$ cat config.mk
export PLATFORM = sky130hd
export DESIGN_NAME = led_matrix_frame_buffer
export DESIGN_NICKNAME = d
export VERILOG_FILES = /design/src/sv/lmfb_pkg.sv /design/src/sv/lmfb_sequencer.sv /design/src/sv/lmfb_datapath.sv /design/src/sv/led_matrix_frame_buffer.sv
export SDC_FILE = /design/constraint.sdc
export NUM_CORES = 1
export LEC_CHECK = 0
export BUFFER_PORTS_ARGS = -buffer_cell sky130_fd_sc_hd__buf_2
export CELL_PAD_IN_SITES_DETAIL_PLACEMENT = 1
export CELL_PAD_IN_SITES_GLOBAL_PLACEMENT = 2
export CORE_ASPECT_RATIO = 2
export CORE_UTILIZATION = 42
export CTS_BUF_LIST = sky130_fd_sc_hd__clkbuf_4 sky130_fd_sc_hd__clkbuf_8 sky130_fd_sc_hd__clkbuf_16
export DETAILED_ROUTE_END_ITERATION = 12
export GPL_TIMING_DRIVEN = 0
export PLACE_DENSITY_LB_ADDON = 0.1
export SYNTH_ARGS = -nofsm -noshare
export SYNTH_HDL_FRONTEND = slang
export SYNTH_SLANG_ARGS = --single-unit
$ cat constraint.sdc
create_clock -name clk -period 4.4 [get_ports clk]
set_input_delay 1.1 -clock clk [delete_from_list [all_inputs] [get_ports clk]]
set_output_delay 1.1 -clock clk [all_outputs]
set_load 0.03 [all_outputs]
$ cat src/sv/lmfb_pkg.sv
package lmfb_pkg;

  // Operation codes carried in in_tuser
  localparam logic [2:0] OP_SET    = 3'd0;
  localparam logic [2:0] OP_CLR    = 3'd1;
  localparam logic [2:0] OP_LOAD   = 3'd2;
  localparam logic [2:0] OP_CLS    = 3'd3;
  localparam logic [2:0] OP_FLUSH  = 3'd4;
  localparam logic [2:0] OP_BRIGHT = 3'd5;
  localparam logic [2:0] OP_RAW    = 3'd6;

  // Byte source select for emitting steps
  localparam logic [2:0] SRC_ADDR   = 3'd0;
  localparam logic [2:0] SRC_ZERO   = 3'd1;
  localparam logic [2:0] SRC_ROW    = 3'd2;
  localparam logic [2:0] SRC_BRIGHT = 3'd3;
  localparam logic [2:0] SRC_DATA   = 3'd4;

  // Frame buffer actions
  localparam logic [2:0] FB_NONE  = 3'd0;
  localparam logic [2:0] FB_SET   = 3'd1;
  localparam logic [2:0] FB_CLR   = 3'd2;
  localparam logic [2:0] FB_LOAD  = 3'd3;
  localparam logic [2:0] FB_CLEAR = 3'd4;

  // Sequencing of the step counter
  localparam logic [1:0] SEQ_NEXT = 2'd0;
  localparam logic [1:0] SEQ_END  = 2'd1;
  localparam logic [1:0] SEQ_LOOP = 2'd2;

  typedef logic [3:0] pc_t;

  // Program entry points and loop target
  localparam pc_t PC_SET      = 4'd0;
  localparam pc_t PC_CLR      = 4'd1;
  localparam pc_t PC_LOAD     = 4'd2;
  localparam pc_t PC_CLS      = 4'd3;
  localparam pc_t PC_NOP      = 4'd4;
  localparam pc_t PC_FLUSH    = 4'd5;
  localparam pc_t PC_FL_ZERO  = 4'd6;
  localparam pc_t PC_FL_ROW   = 4'd7;
  localparam pc_t PC_FL_PAD   = 4'd8;
  localparam pc_t PC_BRIGHT   = 4'd9;
  localparam pc_t PC_BR_VAL   = 4'd10;
  localparam pc_t PC_RAW      = 4'd11;
  localparam pc_t PC_RAW_CMD  = 4'd12;

  typedef struct packed {
    logic       emit;
    logic [2:0] src;
    logic       start;
    logic       last;
    logic       last_at_end;
    logic [2:0] fb;
    logic       idx_clr;
    logic       idx_inc;
    logic [1:0] seq;
    pc_t        target;
  } uword_t;

  typedef struct packed {
    logic   fire;
    uword_t word;
  } lmfb_ctl_t;

  typedef struct packed {
    logic at_end;
    logic out_free;
  } lmfb_stat_t;

  // Control store
  function automatic uword_t ucode(pc_t pc);
    uword_t w;
    w = '0;
    w.seq = SEQ_END;
    unique case (pc)
      PC_SET:   w.fb = FB_SET;
      PC_CLR:   w.fb = FB_CLR;
      PC_LOAD:  w.fb = FB_LOAD;
      PC_CLS:   w.fb = FB_CLEAR;
      PC_NOP:   w.fb = FB_NONE;
      PC_FLUSH: begin
        w.emit = 1'b1; w.src = SRC_ADDR; w.start = 1'b1; w.seq = SEQ_NEXT;
      end
      PC_FL_ZERO: begin
        w.emit = 1'b1; w.src = SRC_ZERO; w.idx_clr = 1'b1; w.seq = SEQ_NEXT;
      end
      PC_FL_ROW: begin
        w.emit = 1'b1; w.src = SRC_ROW; w.seq = SEQ_NEXT;
      end
      PC_FL_PAD: begin
        w.emit = 1'b1; w.src = SRC_ZERO; w.last_at_end = 1'b1; w.idx_inc = 1'b1;
        w.seq = SEQ_LOOP; w.target = PC_FL_ROW;
      end
      PC_BRIGHT: begin
        w.emit = 1'b1; w.src = SRC_ADDR; w.start = 1'b1; w.seq = SEQ_NEXT;
      end
      PC_BR_VAL: begin
        w.emit = 1'b1; w.src = SRC_BRIGHT; w.last = 1'b1;
      end
      PC_RAW: begin
        w.emit = 1'b1; w.src = SRC_ADDR; w.start = 1'b1; w.seq = SEQ_NEXT;
      end
      PC_RAW_CMD: begin
        w.emit = 1'b1; w.src = SRC_DATA; w.last = 1'b1;
      end
      default: w.seq = SEQ_END;
    endcase
    return w;
  endfunction

  // Entry point for each operation; the unused code runs an empty step
  function automatic pc_t entry(logic [2:0] op);
    pc_t pc;
    pc = PC_NOP;
    unique case (op)
      OP_SET:    pc = PC_SET;
      OP_CLR:    pc = PC_CLR;
      OP_LOAD:   pc = PC_LOAD;
      OP_CLS:    pc = PC_CLS;
      OP_FLUSH:  pc = PC_FLUSH;
      OP_BRIGHT: pc = PC_BRIGHT;
      OP_RAW:    pc = PC_RAW;
      default:   pc = PC_NOP;
    endcase
    return pc;
  endfunction

  // Column 0 drives bit 7, column c drives bit c-1
  function automatic logic [7:0] pixel_mask(logic [2:0] c);
    logic [7:0] m;
    m = 8'h80;
    if (c != 3'd0) begin
      m = 8'h01 << (c - 3'd1);
    end
    return m;
  endfunction

endpackage

$ cat src/sv/lmfb_sequencer.sv
module lmfb_sequencer
  import lmfb_pkg::*;
(
  input  logic       clk,
  input  logic       rst_n,
  input  logic       in_fire,
  input  logic [2:0] op,
  input  lmfb_stat_t stat,
  output lmfb_ctl_t  ctl,
  output logic       busy
);

  logic   busy_r, busy_nxt;
  pc_t    pc_r, pc_nxt;
  uword_t word;
  logic   advance;

  // Fetch the current control word; emitting steps wait for a free output slot
  always_comb begin
    word    = ucode(pc_r);
    advance = busy_r && (!word.emit || stat.out_free);
  end

  // Step counter with conditional jump
  always_comb begin
    busy_nxt = busy_r;
    pc_nxt   = pc_r;
    if (in_fire) begin
      busy_nxt = 1'b1;
      pc_nxt   = entry(op);
    end else if (advance) begin
      unique case (word.seq)
        SEQ_NEXT: pc_nxt = pc_r + 4'd1;
        SEQ_LOOP: begin
          if (stat.at_end) begin
            busy_nxt = 1'b0;
          end else begin
            pc_nxt = word.target;
          end
        end
        default: busy_nxt = 1'b0;
      endcase
    end
  end

  always_ff @(posedge clk) begin
    if (!rst_n) begin
      busy_r <= 1'b0;
      pc_r   <= PC_NOP;
    end else begin
      busy_r <= busy_nxt;
      pc_r   <= pc_nxt;
    end
  end

  assign ctl.fire = advance;
  assign ctl.word = word;
  assign busy     = busy_r;

endmodule

$ cat src/sv/lmfb_datapath.sv
module lmfb_datapath
  import lmfb_pkg::*;
#(
  parameter int ROWS = 8
) (
  input  logic       clk,
  input  logic       rst_n,
  input  logic       in_fire,
  input  logic [4:0] col,
  input  logic [4:0] row,
  input  logic [7:0] data,
  input  logic       cfg_wr_en,
  input  logic [7:0] cfg_wr_data,
  input  lmfb_ctl_t  ctl,
  output lmfb_stat_t stat,
  input  logic       out_tready,
  output logic       out_tvalid,
  output logic [7:0] tx_byte,
  output logic       start_before,
  output logic       last
);

  localparam int         IDXW  = (ROWS > 1) ? $clog2(ROWS) : 1;
  localparam logic [4:0] RMAX  = 5'(ROWS - 1);

  logic [7:0]      rows_r [ROWS];
  logic [7:0]      addr_byte_r;
  logic [4:0]      col_r, row_r;
  logic [7:0]      data_r;
  logic [IDXW-1:0] idx_r;
  logic            out_valid_r;
  logic [7:0]      out_byte_r;
  logic            out_start_r, out_last_r;

  logic [4:0]      rc;
  logic [2:0]      cc;
  logic [IDXW-1:0] slot, rd_addr;
  logic [7:0]      rd_data, mask, byte_sel;
  logic            at_end, load_out;

  // Clamp coordinates and map row to its slot
  always_comb begin
    if (row_r[4]) begin
      rc = 5'd0;
    end else if (row_r > RMAX) begin
      rc = RMAX;
    end else begin
      rc = row_r;
    end
    if (col_r[4]) begin
      cc = 3'd0;
    end else if (col_r[3]) begin
      cc = 3'd7;
    end else begin
      cc = col_r[2:0];
    end
    slot    = IDXW'(RMAX - rc);
    mask    = pixel_mask(cc);
    rd_addr = (ctl.word.src == SRC_ROW) ? idx_r : slot;
    rd_data = rows_r[rd_addr];
    at_end  = (idx_r == IDXW'(ROWS - 1));
  end

  // Select the byte for an emitting step
  always_comb begin
    case (ctl.word.src)
      SRC_ADDR:   byte_sel = addr_byte_r;
      SRC_ROW:    byte_sel = rd_data;
      SRC_BRIGHT: byte_sel = {4'hE, (|data_r[7:4]) ? 4'hF : data_r[3:0]};
      SRC_DATA:   byte_sel = data_r;
      default:    byte_sel = 8'h00;
    endcase
  end

  assign load_out = ctl.fire && ctl.word.emit;

  // Capture item fields on transfer
  always_ff @(posedge clk) begin
    if (in_fire) begin
      col_r  <= col;
      row_r  <= row;
      data_r <= data;
    end
  end

  // Address register
  always_ff @(posedge clk) begin
    if (!rst_n) begin
      addr_byte_r <= 8'hE0;
    end else if (cfg_wr_en) begin
      addr_byte_r <= cfg_wr_data;
    end
  end

  // Frame buffer updates
  always_ff @(posedge clk) begin
    if (!rst_n) begin
      for (int i = 0; i < ROWS; i++) begin
        rows_r[i] <= 8'h00;
      end
    end else if (ctl.fire) begin
      case (ctl.word.fb)
        FB_SET:  rows_r[slot] <= rd_data | mask;
        FB_CLR:  rows_r[slot] <= rd_data & ~mask;
        FB_LOAD: rows_r[slot] <= {data_r[0], data_r[7:1]};
        FB_CLEAR: begin
          for (int i = 0; i < ROWS; i++) begin
            rows_r[i] <= 8'h00;
          end
        end
        default: ;
      endcase
    end
  end

  // Advance the flush row index
  always_ff @(posedge clk) begin
    if (ctl.fire && ctl.word.idx_clr) begin
      idx_r <= '0;
    end else if (ctl.fire && ctl.word.idx_inc && !at_end) begin
      idx_r <= idx_r + IDXW'(1);
    end
  end

  // Output register: hold until transfer, reload on an emitting step
  always_ff @(posedge clk) begin
    if (!rst_n) begin
      out_valid_r <= 1'b0;
    end else if (load_out) begin
      out_valid_r <= 1'b1;
    end else if (out_tready) begin
      out_valid_r <= 1'b0;
    end
  end

  always_ff @(posedge clk) begin
    if (load_out) begin
      out_byte_r  <= byte_sel;
      out_start_r <= ctl.word.start;
      out_last_r  <= ctl.word.last || (ctl.word.last_at_end && at_end);
    end
  end

  assign stat.at_end   = at_end;
  assign stat.out_free = !out_valid_r || out_tready;
  assign out_tvalid    = out_valid_r;
  assign tx_byte       = out_byte_r;
  assign start_before  = out_start_r;
  assign last          = out_last_r;

endmodule

$ cat src/sv/led_matrix_frame_buffer.sv
// LED matrix frame buffer: holds ROWS row bytes (cleared at reset) and turns each
// operation into bus bytes. A small control program steps one control word per
// cycle unless an emitting step waits for the output register. After a transfer
// in_tready drops while the program runs: set pixel, clear pixel, load row, clear
// screen and the unused code take one step, and no new item is taken until the
// program ends. Flush emits 2+2*ROWS bytes (18 at ROWS=8), brightness and raw
// command emit 2; an emitting step stalls while the single output register is
// full and out_tready is low. The address byte is written through cfg_wr_en/
// cfg_wr_data; the user must write it only while idle, the block does not enforce it.
module led_matrix_frame_buffer
  import lmfb_pkg::*;
#(
  parameter int ROWS = 8
) (
  input  logic        clk,
  input  logic        rst_n,
  input  logic        in_tvalid,
  output logic        in_tready,
  input  logic [23:0] in_tdata,   // col[4:0], row[9:5], data[17:10], zero pad
  input  logic [2:0]  in_tuser,   // op[2:0]
  output logic        out_tvalid,
  input  logic        out_tready,
  output logic [7:0]  out_tdata,  // tx_byte[7:0]
  output logic [0:0]  out_tuser,  // start_before[0]
  output logic        out_tlast,
  input  logic        cfg_wr_en,
  input  logic [7:0]  cfg_wr_data
);

  lmfb_ctl_t  ctl;
  lmfb_stat_t stat;
  logic       busy;
  logic       in_fire;

  assign in_tready = !busy;
  assign in_fire   = in_tvalid && in_tready;

  lmfb_sequencer u_seq (
    .clk     (clk),
    .rst_n   (rst_n),
    .in_fire (in_fire),
    .op      (in_tuser),
    .stat    (stat),
    .ctl     (ctl),
    .busy    (busy)
  );

  lmfb_datapath #(
    .ROWS (ROWS)
  ) u_dp (
    .clk          (clk),
    .rst_n        (rst_n),
    .in_fire      (in_fire),
    .col          (in_tdata[4:0]),
    .row          (in_tdata[9:5]),
    .data         (in_tdata[17:10]),
    .cfg_wr_en    (cfg_wr_en),
    .cfg_wr_data  (cfg_wr_data),
    .ctl          (ctl),
    .stat         (stat),
    .out_tready   (out_tready),
    .out_tvalid   (out_tvalid),
    .tx_byte      (out_tdata),
    .start_before (out_tuser[0]),
    .last         (out_tlast)
  );

  // A transfer always starts the program, so the next cycle is busy
  a_busy_after_take: assert property (@(posedge clk) disable iff (!rst_n)
    in_fire |=> !in_tready)
    else $error("input taken while program running");

  // No transaction is a single byte
  a_start_not_last: assert property (@(posedge clk) disable iff (!rst_n)
    out_tvalid && out_tuser[0] |-> !out_tlast)
    else $error("start byte marked last");

  // Reset leaves the block idle with no pending byte
  a_reset_idle: assert property (@(posedge clk)
    !rst_n |=> in_tready && !out_tvalid)
    else $error("block not idle after reset");

endmodule

After elaboration in Yosys (flattened, before gate mapping)
Memory sizes are Yosys's and may differ from the RTL's.
Cells that the tools add are included.
{"block": "op_classes", "n_addsub": 4, "n_lt_le_gt_ge": 1, "n_eq_ne": 29, "shifts": 1, "mux": 57, "n_bitwise": 13, "reduce_logical": 30}
{"cell": "8-bit 2-to-1 mux", "count": 12}
{"cell": "8-bit case mux with 4 select lines", "count": 1}
{"cell": "4-bit case mux with 7 select lines", "count": 1}
{"cell": "1-bit 2-to-1 mux", "count": 27}
{"cell": "3-bit 2-to-1 mux", "count": 7}
{"cell": "4-bit == test (second input constant)", "count": 5}
{"cell": "4-bit case mux with 5 select lines", "count": 1}
{"cell": "3-bit by 2-bit == test with 1-bit output (second input constant)", "count": 6}
{"cell": "3-bit == test (second input constant)", "count": 6}
{"cell": "4-bit 2-to-1 mux", "count": 4}
{"cell": "4-bit by 3-bit == test with 1-bit output (second input constant)", "count": 3}
{"cell": "3-bit case mux with 4 select lines", "count": 1}
{"cell": "1-bit OR", "count": 10}
{"cell": "8-bit AND", "count": 1}
{"cell": "4-bit by 2-bit == test with 1-bit output (second input constant)", "count": 2}
{"cell": "8-bit inverter", "count": 1}
{"cell": "8-bit OR", "count": 1}
{"cell": "4-bit case mux with 2 select lines", "count": 1}
{"cell": "8-bit OR reduction", "count": 1}
{"cell": "1-bit by 3-bit left shift with 8-bit output (first input constant)", "count": 1}
{"cell": "1-bit logical AND", "count": 7}
{"cell": "3-bit by 1-bit == test with 1-bit output (second input constant)", "count": 2}
{"cell": "3-bit logical NOT", "count": 2}
{"cell": "3-bit AND reduction", "count": 2}
{"cell": "other kinds (22)", "count": 30}
{"block": "word_totals", "ff_bits": 45, "mem_bits_rw": 64, "input_bits": 40, "wordCells": 147, "mem_count": 1}
{"name": "u_dp.rows_r", "words": 8, "width": 8, "read_ports": 1, "rd_ports_with_merged_regs": 0, "wr": 8, "line": "lmfb_datapath.sv:26", "text": "logic [7:0] rows_r [ROWS];"}

Depth between registers and ports, before layout
Gate-level depths: netlist of the first run.
{"block": "logic_depth", "word_depth": 13, "ltp_mapped": 10, "mapped_depth_nobuf": 10}

Hierarchy
Synthesis of the first run repeated with hierarchy kept, for this count alone.
{"block": "unflattened", "cells_unflattened": 541, "area_unflattened_um2": 5821.8}
{"module": "lmfb_datapath", "n_inst": 1, "cells_per_inst": 451, "area_per_inst_um2": 5141.2}
{"module": "lmfb_sequencer", "n_inst": 1, "cells_per_inst": 88, "area_per_inst_um2": 670.6}
{"module": "led_matrix_frame_buffer", "n_inst": 1, "cells_per_inst": 2, "area_per_inst_um2": 10.0}

Worst setup path before layout of the first run
Ideal clock, no wire load.
{"block": "synth_timing", "path_type": "input -> register", "from": "input port rst_n", "to": "memory u_dp.rows_r[1][0], enable pin", "t_arrival_ns": 2.361, "setup_slack_ns": 1.709, "stages": 5, "path_buffers": 0, "path_cell_list": "and4bb_2 -> nand2_1 -> nor4_1 -> nand4b_1 -> nand2_1"}
{"element": "start, declared", "line": "led_matrix_frame_buffer.sv:16", "text": "input logic rst_n,"}
{"element": "end, declared", "line": "lmfb_datapath.sv:26"}

==> results of run 1 <==
-- worst max-delay path, cell delays in order --
cell and delay (ns):
buf_2 0.20, and4bb_2 0.31, nand2_1 0.16, nor4_1 0.46
nand4b_1 0.60, nand2_1 0.60
-- power breakdown --
part           switching [uW]  internal [uW]
Combinational             296            138
Sequential               32.0           1170
Clock                     391            396
-- per-stage QoR --
| step | setup slack [ns] | hold WS (ns) |
|---|---|---|
| 3_5_place_dp | 0.563 | 0.479 |
| 3_3_place_gp | 0.521 | 0.468 |
| 6_report | 0.942 | 0.494 |
| 5_1_grt | 0.796 | 0.521 |
| 4_1_cts | 0.931 | 0.498 |
| 2_1_floorplan | 1.71 | 0.442 |
-- cells in the mapped netlist (5+ instances only) --
cell / number / area, sq um
clkbuf_1: 7 / 26.3
o21ai_0: 13 / 65.1
a22oi_1: 20 / 150
a221o_1: 7 / 70.1
a221oi_2: 5 / 75.1
nor3_1: 6 / 30.0
edfxtp_1: 92 / 2760
ha_1: 7 / 87.6
nor2_1: 73 / 274
nand2_1: 69 / 259
nor2b_1: 13 / 81.3
a32o_1: 5 / 50.1
inv_1: 7 / 26.3
mux2i_1: 9 / 90.1
a21oi_1: 58 / 290
nand3_1: 10 / 50.1
buf_2: 9 / 45.0
dfxtp_1: 17 / 340
-- worst paths after layout --
path / start / end / slack, ns / cells after the start
min: u_dp.addr_byte_r[7] / u_dp.addr_byte_r[7] / 0.49 / 2
min reg2reg: u_dp.addr_byte_r[7] / u_dp.addr_byte_r[7] / 0.49 / 2
max reg2reg: u_seq.pc_r[0] / u_dp.rows_r[1][0] / 1.07 / 7
max: rst_n / u_dp.rows_r[1][0] / 0.94 / 6
-- kinds of logic after synthesis --
logic type               after synthesis  synth area share (%)
multiplexers                          14                  3.25
adder cells (fa/ha/maj)                7                  1.61
flip-flops                           109                  57.2
AO/OA/AOI/OAI                        139                  18.0
AND/OR/NAND/NOR                      201                  17.0
buffers and inverters                 31                  2.77
XOR/XNOR                               1                 0.161
-- sequential cells by signal, indices dropped and copies added (netlist names), 3 cells and up --
name              flops
u_dp.idx_r            3
u_dp.addr_byte_r      8
u_dp.data_r           8
u_dp.tx_byte          8
u_dp.row_r            5
u_dp.col_r            5
u_seq.pc_r            4
u_dp.rows_r          64
-- per-layer routing --
layer  part of all wire (%)  vias up  GRT usage, %
li1                       -     1992             -
met4                    5.1        0          15.1
met5                      0        -             0
met2                     58      107          49.5
met1                     34     2120          25.8
met3                    3.0       37          3.42
-- final cells by class --
class                   instances  area, sq um
fillers                      1438         6440
flip-flops and latches        109         3100
multi-input cells             362         2170
clock buffers                  10          233
repair buffers                 44          220
well taps                     150          188
plain buffers                  23          120
clock inverters                 6         45.0
inverters                       8         30.0
==> results.sh, run 1 <==
export IMPL_layout_common_cells="edfxtp_1 (92), nor2_1 (73), nand2_1 (69)"
export IMPL_stdcell_area_sq_um=6110
export IMPL_synth_flop_cell="edfxtp_1"
export IMPL_synth_distinct_cells=60
export IMPL_synth_seq_cells=109
export IMPL_p_leak_uw=0.00225
export IMPL_netlist_instances=502
export IMPL_finalWirelength_um=16300
export IMPL_hold_class="reg2reg"
export IMPL_grt_pass1_wl_um=24800
export IMPL_start_util_pct=43.2
export IMPL_core_sq_um=12600
export IMPL_insertedDiodeCount=0
export IMPL_grt_use_total_pct=26.2
export IMPL_die_area_sq_um=13400
export IMPL_wire_per_inst_um=22.9
export IMPL_clkLatencyLatePin_ns=0.35
export IMPL_rsz0062_at_grt="false"
export IMPL_critPathLaunchType="input port"
export IMPL_cap_violations=0
export IMPL_port_buffers=44
export IMPL_status="finished, final reports clean"
export IMPL_critPathRequiredTime_ns=4.40
export IMPL_ctsResizeCount=0
export IMPL_dp_hpwl_um=12500
export IMPL_cts_buffers=9
export IMPL_period_share_pct=78.6
export IMPL_synthesis_nets=549
export IMPL_slew_violations=0
export IMPL_dr_total_vias=4256
export IMPL_skew_ns=0.00925
export IMPL_nets=604
export IMPL_dpl_cell_count=696
export IMPL_finalNonFillerCells=712
export IMPL_synth_edf_count=92
export IMPL_gr_total_overflow=0
export IMPL_gp_congestion=0.881
export IMPL_antenna_found_initial=0
export IMPL_fmax_mhz=289
export IMPL_setup_violations=0
export IMPL_cts_tree="done"
export IMPL_syn_to_final_growth_pct=12.6
export IMPL_io_pins=52
export IMPL_fp_dieW_um=82.4
export IMPL_syn_cell_area_sq_um=5430
export IMPL_final_core_util_pct=48.7
export IMPL_end_kind="flip-flop"
export IMPL_ys_seq_area_share_pct=57.2
export IMPL_tightestPinTransition_ns=1.31
export IMPL_ant_nets=0
export IMPL_final_common_cell="edfxtp_1"
export IMPL_relSlewSlack_pct=11.5
export IMPL_post_cts_setup_buffers=0
export IMPL_dieHeight_um=163
export IMPL_dr_pass1_iters=4
export IMPL_grt_pass1_vias=4550
export IMPL_yosys_warnings=0
export IMPL_peakVddDrop_uv=272
export IMPL_placementRows=58
export IMPL_powerDensity_nw_per_um2=397
export IMPL_hold_viol_final=0
export IMPL_syn_avg_cell_area_sq_um=10.8
export IMPL_path_class="in2reg"
export IMPL_async_flop_share_pct=0
export IMPL_p_total_uw=2430
export IMPL_placedInstanceArea_sq_um=5830
export IMPL_fin_crit_ns=3.46
export IMPL_grt_max_degree=26
export IMPL_worst_path_max_fanout=9
export IMPL_layout_drive_gt1_share_pct=16.5
export IMPL_setup_tns_ns=0
export IMPL_drt_iter0_drc=172
export IMPL_cts_sinks=109
export IMPL_vias_per_cell=5.98
export IMPL_htreeDepth=3
export IMPL_postCtsHoldBufs=0
export IMPL_path_clk_slew_ns=0.08
export IMPL_cts_root_buffer="clkbuf_16"
export IMPL_cts_buffer_depth=2
export IMPL_cp_arrival_ns=3.46
export IMPL_drc=0
Note: power is estimated with default switching activity, not from simulation.
==> inputs of run 2 (changes only) <==
Settings changed: ABC_AREA set to 1, CORE_UTILIZATION 42 to 35.
Clock period 4.4 ns to 3.09 ns, I/O delays scaled along.
==> run 2 against run 1 <==
Compared with the run above:
- sequential share of layout area decreased by 4.5 points
- utilization fell by 7.7 points
- combinational power rose by 77%
- clock power grew 51%
- critical endpoint is now u_dp.rows_r[3][1]
- largest cell class unchanged
==> results.sh, run 2 <==
export IMPL_status="finished, final reports clean"
export IMPL_fp_dieW_um=93.9
export IMPL_crit_path_start="u_seq.pc_r[0]"
export IMPL_grt_max_degree=19
export IMPL_dr_total_vias=4534
export IMPL_nets=702
export IMPL_vias_per_cell=5.25
export IMPL_dp_hpwl_um=14500
export IMPL_syn_cell_area_sq_um=5910
export IMPL_grt_pass1_wl_um=27600
export IMPL_crit_end="u_dp.rows_r[3][1]"
export IMPL_cts_sinks=109
export IMPL_r2r_setup_slack_ns=0.27
export IMPL_period_share_pct=91.4
export IMPL_final_common_cell="nand3_1"
export IMPL_insertedDiodeCount=0
export IMPL_io_pins=52
export IMPL_synth_distinct_cells=38
export IMPL_layout_common_cells="nand3_1 (98), nand2_1 (93), edfxtp_1 (92)"
export IMPL_synth_top_area_share_pct=46.7
export IMPL_p_clk_share_pct=32.4
export IMPL_reg2reg_from="u_seq.pc_r[0]"
export IMPL_layout_drive_gt1_share_pct=24.5
export IMPL_drt_iter0_drc=124
export IMPL_port_buffers=44
export IMPL_gr_total_overflow=0
export IMPL_relSlewSlack_pct=39.3
export IMPL_whs_ns=0.467
export IMPL_ys_seq_area_share_pct=52.5
export IMPL_synth_top_cells_by_count="nand3_1 (98), nand2_1 (93), edfxtp_1 (92)"
export IMPL_placementRows=66
export IMPL_wire_per_inst_um=20.8
export IMPL_core_sq_um=16400
export IMPL_p_sw_share_pct=30.8
export IMPL_grt_pass1_vias=4931
export IMPL_synth_edf_count=92
export IMPL_syn_avg_cell_area_sq_um=9.87
export IMPL_post_cts_setup_buffers=0
export IMPL_rsz0062_at_grt="false"
export IMPL_skew_ns=0.0109
export IMPL_pre_cts_slack_ns=0.190
export IMPL_end_kind="flip-flop"
export IMPL_cpMaxStageDelayCell="nand2_1"
export IMPL_powerDensity_nw_per_um2=547
export IMPL_synth_flop_cell="edfxtp_1"
export IMPL_critPathRequiredTime_ns=3.11
export IMPL_fin_crit_ns=2.82
export IMPL_worst_path_max_fanout=9
export IMPL_htreeDepth=3
export IMPL_finalWirelength_um=17900
export IMPL_path_clk_slew_ns=0.07
export IMPL_cp_top_family="simple AND/OR/NAND/NOR gates"
export IMPL_synthesis_nets=646
export IMPL_power_switching_uw=1130
export IMPL_dr_pass1_iters=4
export IMPL_peakVddDrop_uv=271
export IMPL_dieHeight_um=186
export IMPL_cts_buffer_depth=2
export IMPL_yosysMostFrequentCell="nand3_1"
export IMPL_drc=0
export IMPL_p_total_uw=3670
export IMPL_fin_ws_ns=0.267
export IMPL_start_util_pct=36.1
export IMPL_cts_buffers=9
export IMPL_synth_largest_area_cell="edfxtp_1"
export IMPL_ctsResizeCount=0
export IMPL_grt_use_total_pct=22.2
export IMPL_finalNonFillerCells=864
export IMPL_p_leak_uw=0.00266
export IMPL_clkLatencyLatePin_ns=0.36
export IMPL_postCtsHoldBufs=0
export IMPL_path_buf_inv=2
export IMPL_async_flop_share_pct=0
export IMPL_synth_area_top_cells="edfxtp_1 (47%), nand3_1 (8.3%), nand2_1 (5.9%), dfxtp_1 (5.8%), a21oi_1 (5.7%)"
export IMPL_netlist_instances=599
export IMPL_path_class="reg2reg"
export IMPL_setup_tns_ns=0
export IMPL_tightestPinTransition_ns=0.904
export IMPL_ant_nets=0
export IMPL_cp_num_cells=9
export IMPL_largest_register_ffs=64
export IMPL_gp_congestion=0.868
export IMPL_dpl_cell_count=848
export IMPL_synth_seq_cells=109
export IMPL_cap_violations=0
export IMPL_critPathMaxStageDelay_ns=0.41
export IMPL_p_comb_share_pct=20.9
export IMPL_cts_tree="done"
export IMPL_hold_viol_final=0
export IMPL_cpMostUsedCell="nand2_1"
export IMPL_regMostFlops="u_dp.rows_r"
export IMPL_cp_arrival_ns=2.85
export IMPL_rr_endpoint="u_dp.rows_r[3][1]"
export IMPL_hold_class="reg2reg"
export IMPL_die_area_sq_um=17400
export IMPL_p_int_uw=2540
export IMPL_slew_violations=0
export IMPL_antenna_found_initial=0
export IMPL_reg2reg_depth=9
export IMPL_crit_chain="inv_1 > ha_1 > o21ai_1 > nand2_1 > nor3_4 > o21a_1 > buf_6 > nand3_2 > nand2_1"
export IMPL_cts_root_buffer="clkbuf_16"
export IMPL_syn_to_final_growth_pct=13.5
export IMPL_fmax_mhz=354
export IMPL_yosys_warnings=0
export IMPL_critPathLaunchType="flip-flop"
export IMPL_setup_violations=0
export IMPL_p_seq_share_pct=46.7
run 2: cell count changes in the layout (fill, tap and decap cells not counted), sizes merged, moves of 10 or more:
cell / previous run / this run
nand2: 69 / 122
a22oi: 20 / 3
o21ai: 14 / 24
nand3: 10 / 128
nor2b: 13 / 0
nor2: 73 / 38
a21oi: 58 / 77
mux2i: 11 / 0
inv: 10 / 59
run 2: cell type report:
type                            count  area (sq um)
Fill cell                        1909          9640
Multi-Input combinational cell    417          2470
Sequential cell                   109          3100
Timing Repair Buffer               45           235
Buffer                             14           111
Tap cell                          204           255
Inverter                           59           228
Clock inverter                      6          71.3
Clock buffer                       10           233
run 2: power by group through the flow:
stage | Clock (uW) | Combinational [uW] | Sequential, uW
after floorplan | 0 | 506 | 1760
after global placement | 0 | 759 | 1750
after detailed placement | 0 | 773 | 1750
after CTS | 1210 | 777 | 1720
after global routing | 1260 | 832 | 1720
final | 1190 | 766 | 1720
run 2: metal layers:
layer	part of all wire (%)	global-route usage, %
met1	33	19.7
met2	60	45.7
met3	2.2	2.33
met4	5.1	13.0
met5	0	0
run 2: worst min-delay path by stage:
stage	from	endpoint	slack, ns	cells past startpoint
4_1_cts	u_dp.addr_byte_r[7]	u_dp.addr_byte_r[7]	0.47	2
2_1_floorplan	u_dp.addr_byte_r[6]	u_dp.addr_byte_r[6]	0.43	2
3_5_place_dp	u_dp.addr_byte_r[7]	u_dp.addr_byte_r[7]	0.46	2
6_report	u_dp.addr_byte_r[6]	u_dp.addr_byte_r[6]	0.47	2
3_3_place_gp	u_dp.addr_byte_r[6]	u_dp.addr_byte_r[6]	0.45	2
5_1_grt	u_dp.addr_byte_r[7]	u_dp.addr_byte_r[7]	0.49	2
run 2: worst reg2reg max path, delay by kind of cell (launching register included):
| family | cells | cell delay, ns |
|---|---|---|
| flip-flops | 1 | 0.39 |
| buffers and inverters | 2 | 0.28 |
| AND/OR/NAND/NOR | 4 | 1.14 |
| adder cells (fa/ha/maj) | 1 | 0.28 |
| AO/OA/AOI/OAI | 2 | 0.42 |
run 2: cell families after synthesis:
kind of cell    share of synthesized area (%)
compound gates                           11.5
simple gates                             28.7
flops                                    52.5
fa+ha+maj                                1.48
xor+xnor                                0.148
buf+inv                                  5.74
run 2: through the flow:
stage	utilization [%]	instance area (sq um)
finish	41.0	6710
global route	41.0	6710
CTS	41.0	6710
detailed placement	39.2	6400
global placement	39.0	6380
floorplan	-	5910
